## config.mk

```make
export PLATFORM = sky130hd
export DESIGN_NAME = lelh_ctrl
export DESIGN_NICKNAME = d
export VERILOG_FILES = /design/src/rtl/core/lelh_pkg.sv /design/src/rtl/core/lelh_ctrl.sv
export SDC_FILE = /design/constraint.sdc
export NUM_CORES = 1
export LEC_CHECK = 0
export BUFFER_PORTS_ARGS = -buffer_cell sky130_fd_sc_hd__buf_2
export CORE_MARGIN = 3
export CORE_UTILIZATION = 35
export DETAILED_ROUTE_END_ITERATION = 16
export HOLD_SLACK_MARGIN = 0.12
export SLEW_MARGIN = 25
export SYNTH_ARGS = -nofsm -noshare
export SYNTH_HDL_FRONTEND = slang
export SYNTH_SLANG_ARGS = --single-unit
export TNS_END_PERCENT = 50
```

## constraint.sdc

```tcl
create_clock -name clk -period 2.61 [get_ports clk]
set_input_delay 0.261 -clock clk [delete_from_list [all_inputs] [get_ports clk]]
set_output_delay 0.261 -clock clk [all_outputs]
set_load 0.02 [all_outputs]
```

## src/rtl/core/lelh_pkg.sv

```systemverilog
// Shared types and codes for the lower envelope line hull.
// Used by lelh_ctrl, lelh_dpath and lower_envelope_line_hull_top.
package lelh_pkg;

  localparam logic [1:0] CMD_CLEAR  = 2'd0;
  localparam logic [1:0] CMD_ADD    = 2'd1;
  localparam logic [1:0] CMD_QUERY  = 2'd2;
  localparam logic [1:0] CMD_UNUSED = 2'd3;

  localparam logic [2:0] ST_DONE   = 3'd0;
  localparam logic [2:0] ST_ANSWER = 3'd1;
  localparam logic [2:0] ST_EMPTY  = 3'd2;
  localparam logic [2:0] ST_FULL   = 3'd3;
  localparam logic [2:0] ST_ORDER  = 3'd4;

  typedef enum logic [1:0] {
    RD_POP  = 2'd0,
    RD_MID  = 2'd1,
    RD_NEXT = 2'd2,
    RD_PREV = 2'd3
  } rd_sel_t;

  typedef struct packed {
    logic       load_item;
    logic       clear;
    logic       push;
    logic       pop;
    logic       load_r1;
    logic       exit_add;
    logic       mul_a;
    logic       mul_b;
    logic       q_init;
    logic       q_mid;
    logic       q_here;
    logic       q_nb;
    logic       q_lo;
    logic       q_hi;
    rd_sel_t    rd_sel;
    logic       load_out;
    logic [2:0] out_code;
  } ctl_t;

  typedef struct packed {
    logic [1:0] cmd;
    logic       order_bad;
    logic       full;
    logic       empty;
    logic       ge3;
    logic       redundant;
    logic       next_less;
    logic       has_prev;
    logic       prev_less;
    logic       probe_last;
    logic       out_free;
  } sts_t;

endpackage

```

## src/rtl/core/lelh_ctrl.sv

```systemverilog
// Sequencer of the line hull: decodes an item and steps the datapath
// through push, redundancy pops and the binary search. Depends on lelh_pkg.
module lelh_ctrl import lelh_pkg::*; (
  input  logic clk,
  input  logic rst,
  input  logic in_valid,
  output logic in_stall,
  input  sts_t sts,
  output ctl_t ctl
);

  typedef enum logic [14:0] {
    S_IDLE    = 15'b000000000000001,
    S_DECODE  = 15'b000000000000010,
    S_CHK     = 15'b000000000000100,
    S_RED_A   = 15'b000000000001000,
    S_RED_B   = 15'b000000000010000,
    S_RED_CMP = 15'b000000000100000,
    S_POP_RD  = 15'b000000001000000,
    S_POP_WT  = 15'b000000010000000,
    S_Q_RD    = 15'b000000100000000,
    S_Q_HERE  = 15'b000001000000000,
    S_Q_NEXT  = 15'b000010000000000,
    S_Q_CMPN  = 15'b000100000000000,
    S_Q_PREV  = 15'b001000000000000,
    S_Q_CMPP  = 15'b010000000000000,
    S_FIN     = 15'b100000000000000
  } state_t;

  state_t     state, state_next;
  logic [2:0] code, code_next;

  always_ff @(posedge clk) begin
    if (rst) begin
      state <= S_IDLE;
      code  <= ST_DONE;
    end else begin
      state <= state_next;
      code  <= code_next;
    end
  end

  assign in_stall = (state != S_IDLE);

  always_comb begin
    state_next   = state;
    code_next    = code;
    ctl          = '0;
    ctl.rd_sel   = RD_MID;
    ctl.out_code = code;
    case (state)
      S_IDLE: begin
        if (in_valid) begin
          ctl.load_item = 1'b1;
          state_next    = S_DECODE;
        end
      end
      S_DECODE: begin
        code_next  = ST_DONE;
        state_next = S_FIN;
        case (sts.cmd)
          CMD_CLEAR: ctl.clear = 1'b1;
          CMD_ADD: begin
            if (sts.order_bad) begin
              code_next = ST_ORDER;
            end else if (sts.full) begin
              code_next = ST_FULL;
            end else begin
              ctl.push   = 1'b1;
              state_next = S_CHK;
            end
          end
          CMD_QUERY: begin
            if (sts.empty) begin
              code_next = ST_EMPTY;
            end else begin
              ctl.q_init = 1'b1;
              code_next  = ST_ANSWER;
              state_next = S_Q_RD;
            end
          end
          default: code_next = ST_DONE;
        endcase
      end
      S_CHK: begin
        if (sts.ge3) begin
          state_next = S_RED_A;
        end else begin
          ctl.exit_add = 1'b1;
          state_next   = S_FIN;
        end
      end
      S_RED_A: begin
        ctl.mul_a  = 1'b1;
        state_next = S_RED_B;
      end
      S_RED_B: begin
        ctl.mul_b  = 1'b1;
        state_next = S_RED_CMP;
      end
      S_RED_CMP: begin
        if (sts.redundant) begin
          ctl.pop    = 1'b1;
          state_next = S_POP_RD;
        end else begin
          ctl.exit_add = 1'b1;
          state_next   = S_FIN;
        end
      end
      S_POP_RD: begin
        // fetch the line that becomes the bottom of the next triple
        ctl.rd_sel = RD_POP;
        state_next = S_POP_WT;
      end
      S_POP_WT: begin
        ctl.load_r1 = 1'b1;
        state_next  = S_CHK;
      end
      S_Q_RD: begin
        ctl.q_mid  = 1'b1;
        ctl.rd_sel = RD_MID;
        state_next = S_Q_HERE;
      end
      S_Q_HERE: begin
        ctl.q_here = 1'b1;
        ctl.rd_sel = RD_NEXT;
        state_next = S_Q_NEXT;
      end
      S_Q_NEXT: begin
        ctl.q_nb   = 1'b1;
        state_next = S_Q_CMPN;
      end
      S_Q_CMPN: begin
        if (sts.next_less) begin
          ctl.q_lo   = 1'b1;
          state_next = sts.probe_last ? S_FIN : S_Q_RD;
        end else if (sts.has_prev) begin
          ctl.rd_sel = RD_PREV;
          state_next = S_Q_PREV;
        end else begin
          state_next = S_FIN;
        end
      end
      S_Q_PREV: begin
        ctl.q_nb   = 1'b1;
        state_next = S_Q_CMPP;
      end
      S_Q_CMPP: begin
        if (sts.prev_less) begin
          ctl.q_hi   = 1'b1;
          state_next = sts.probe_last ? S_FIN : S_Q_RD;
        end else begin
          state_next = S_FIN;
        end
      end
      S_FIN: begin
        // hold until the result register is free
        if (sts.out_free) begin
          ctl.load_out = 1'b1;
          state_next   = S_IDLE;
        end
      end
      default: state_next = S_IDLE;
    endcase
  end

endmodule

```

[Yosys cells after proc, flatten, opt, wreduce, memory -nomap -nowiden]
Cells that the tools add are included.
W data, S select, Z words.
Word-level totals
  flip-flop bits (word level): 18
  word-level logic and storage cells: 72
  output and inout port bits: 21
Cells by class
  reduce and logical (&&, ||, !) cells: 3
  equality and inequality tests: 20
  multiplexer cells: 47
Operators with widths (number)
  $pmux W15 S15: 1
  $mux W15: 11
  $pmux W15 S2: 1
  $mux W1: 25
  $eq A15 B1 Y1 const B: 1
  $eq A15 B10 Y1 const B: 1
  $eq A15 B11 Y1 const B: 1
  $eq A15 B12 Y1 const B: 1
  $eq A15 B13 Y1 const B: 1
  $eq A15 B14 Y1 const B: 1
  $eq A15 B15 Y1 const B: 1
  $eq A15 B2 Y1 const B: 1
  $eq A15 B3 Y1 const B: 1
  $eq A15 B4 Y1 const B: 1
  $eq A15 B5 Y1 const B: 1
  $eq A15 B6 Y1 const B: 1
  $eq A15 B7 Y1 const B: 1
  $eq A15 B8 Y1 const B: 1
  $eq A15 B9 Y1 const B: 1
  $ne A15 B1 Y1 const B: 1
  $mux W2: 5
  $pmux W2 S3: 1
  $pmux W3 S2: 1
  $ne A2 B2 Y1 const B: 2
  7 further kinds: 7

[Depth between registers and ports, before layout]
  depth in word-level cells: 4
  depth in mapped cells: 7
  mapped depth without buffers: 7

[Worst setup path after synthesis]
No wires, ideal clock.
  path kind: register to output
  from: register state[7]
  to: output ctl[17] (netlist name)
  data arrival time: 2.153 ns
  path buffers: 1
  required time: 2.349 ns
  setup slack: 0.196 ns
  cell stages (with the launch flop): 6
  path through: dfxtp_1 > clkbuf_2 > nor4_2 > nand4_1 > or3b_4 > nor3b_1
RTL lines
  start, declared: line lelh_ctrl.sv:30  | state_t state, state_next;
  start signal, assigned: line lelh_ctrl.sv:38  | state <= state_next;
  end, declared: line lelh_ctrl.sv:9  | output ctl_t ctl

==> results.yml <==
yosys:
  synthDistinctLibCells: 46
  synth_edf_count: 0
  synth_nets: 163
  async_reset_ff_frac: 0
  ys_ff_latch: 18
  synth-seq-area-share: 0.2997
  synth_top_cell_by_area: "dfxtp_1"
  ys_top_cells_by_area: "dfxtp_1, nand3_1, nand2_1"
  yosysWarnings: 0
  ys.flop_type: "dfxtp_1"
  synth_top_area_share: 0.2997
  synth.avg_cell_area_um2: 8.292
  syn_area_um2: 1202
  synthCells: 145
routing:
  first_pass_iters: 4
  viasPerCell: 5.167
  wl_mm: 2.935
  drc: 0
  drtIter0Drc: 47
  post_drt_wl_per_cell_um: 12.87
  ant_nets: 0
  vias: 1178
floorplan:
  num_io_pins: 36
  placementRows: 20
  die-width_um: 64.61
  die_h_um: 64.61
  core_area_um2: 3153
  floorplan.initialDensity: 0.3813
  dieArea_um2: 4174
hold_path:
  hold_depth: 3
  hp-start: "sts[5]"
  min_to: "state[6]$_SDFFE_PP0P_"
  min_path_type: "input port to register"
cells_and_area:
  drive_gt1_frac: 0.3207
  diodes: 0
  area_growth_pct: 22.37
  register_area_um2: 362.8
  fill_cells: 333
  multi_input_area_um2: 789.5
  final_cell_mix: "buf_2, dfxtp_1, nand2_1, nand3_1, nor2_1"
  finalNetCount: 203
  layout.cells.most_common: "buf_2"
timing:
  setup_viol: 0
  slew_viol_final: 0
  fmax_mhz: 394.9
  clock_skew_ps: 0.7550
  worst_pin_slew_ps: 459.8
  setup_tns_ps: 0
  period_share: 0.9703
  min_period_ps: 2533
  slew_headroom: 0.6925
  rsz0062_at_grt: "false"
  hold_violations: 0
  holdWs_ps: 215.1
pwr:
  p_per_area_nw_per_um2: 387.5
  p_leak_nw: 0.6854
  p_total_mw: 0.5702
  vdd_drop_max_v: 0.0001990
setup_path:
  timing.rr.start: "state[8]$_SDFFE_PP0P_"
  r2r_setup_slack_ps: 660
  reg2reg_depth: 4
  rr_endpoint: "state[2]$_SDFFE_PP0P_"
  cp_max_fo: 7
  startpoint_type: "register"
  cp-end-kind: "primary output"
  path_class: "register to primary output"
  arrival_ps: 2270
  critPathRequiredTime_ps: 2350
run_status:
  status: "finished clean"
cts:
  insertion_delay_ps: 300
  clk_pin_slew_ps: 100
  cts_inserted_buffers: 3
  root_buffer: "clkbuf_4"
  cts.sinks: 18
  cts_hold_buf: 0
  htreeDepth: 1
  cts_tree: "built"
  clk_path_buf_depth: 2
placement:
  port_buffers: 35
  gp_congestion: 0.7998
  dp_hpwl_mm: 2.340
global_route:
  grt_pass1_wl_mm: 4.740
  grt_antenna_before_repair: 0
  grt_max_degree: 19
  grt_pass1_vias: 1102
  overflow: 0
  grt.total_usage: 0.1411
job:
  max_cap_viol_count: 0
## power by group
group / switching, mW / leakage, nW / internal [mW] / total (mW)
sequential: 0.0103 / 0.146 / 0.279 / 0.289
combinational: 0.0613 / 0.518 / 0.0452 / 0.107
clock: 0.0894 / 0.0210 / 0.0851 / 0.175
total: 0.161 / 0.685 / 0.409 / 0.570
## area by class of cell
cell class	count	area share
multi-input cells	116	0.5366
flip-flops and latches	18	0.2466
repair buffers	38	0.1344
well taps	44	0.03741
clock buffers	4	0.02466
inverters	8	0.02041
## sequential cells by signal, summed over array words and instances (netlist names)
signal and count:
state 15, code 3
## metal layers
layer,track usage,wire (um)
met5,0,0
met4,0.04749,38
met3,0.04159,168
met2,0.2384,1354
met1,0.1702,1374
## kinds of logic (layout without fill, tap and decap cells)
group / after synthesis / in the layout / synth area share
fa+ha+maj: 3 / 3 / 0.03122
flops: 18 / 18 / 0.2997
mux: 1 / 1 / 0.008325
compound gates: 20 / 20 / 0.1114
simple gates: 87 / 87 / 0.4662
buf+inv: 11 / 50 / 0.04682
xor+xnor: 5 / 5 / 0.03643
## what timing repair did
item                       in CTS  in global routing
pin swaps                       0                  1
setup endpoints to repair       1                  1
resized for setup               1                  2
buffers inserted                0                  0
## metrics by stage
stage	util	setup WS [ps]	instance area, um^2	std cells
floorplan	-	196.2	1202	145
global placement	0.4532	336.0	1429	224
detailed placement	0.4532	318.6	1429	224
CTS	0.4659	31.15	1469	228
global route	0.4667	0.7354	1471	228
finish	0.4667	77.49	1471	228
## cell usage after synthesis, types with 3 or more instances
| cell type | n |
|---|---|
| a21oi_1 | 7 |
| and3_1 | 5 |
| dfxtp_1 | 18 |
| ha_1 | 3 |
| inv_1 | 8 |
| nand2_1 | 12 |
| nand3_1 | 11 |
| nand4_1 | 3 |
| nor2_1 | 11 |
| nor2b_1 | 5 |
| nor3_1 | 8 |
| nor3b_1 | 5 |
| nor4b_1 | 5 |
| xor2_1 | 3 |
## critical path, cell delays in order (launching register included)
cell,delay (ps)
dfxtp_2,370
or4_4,570
or4_4,430
or3b_4,390
inv_1,50
buf_2,150
## how the worst max path moves through the flow
stage / from / cells past startpoint / slack (ps) / endpoint
after floorplan: state[7]$_SDFFE_PP0P_ / 5 / 200 / ctl[17]
after global placement: state[8]$_SDFFE_PP0P_ / 5 / 340 / ctl[15]
after detailed placement: state[8]$_SDFFE_PP0P_ / 5 / 320 / ctl[15]
after CTS: state[8]$_SDFFE_PP0P_ / 5 / 30 / ctl[15]
after global routing: state[8]$_SDFFE_PP0P_ / 5 / 0.7 / ctl[15]
final: state[8]$_SDFFE_PP0P_ / 5 / 80 / ctl[15]
Power figures use the tool's default switching activity.
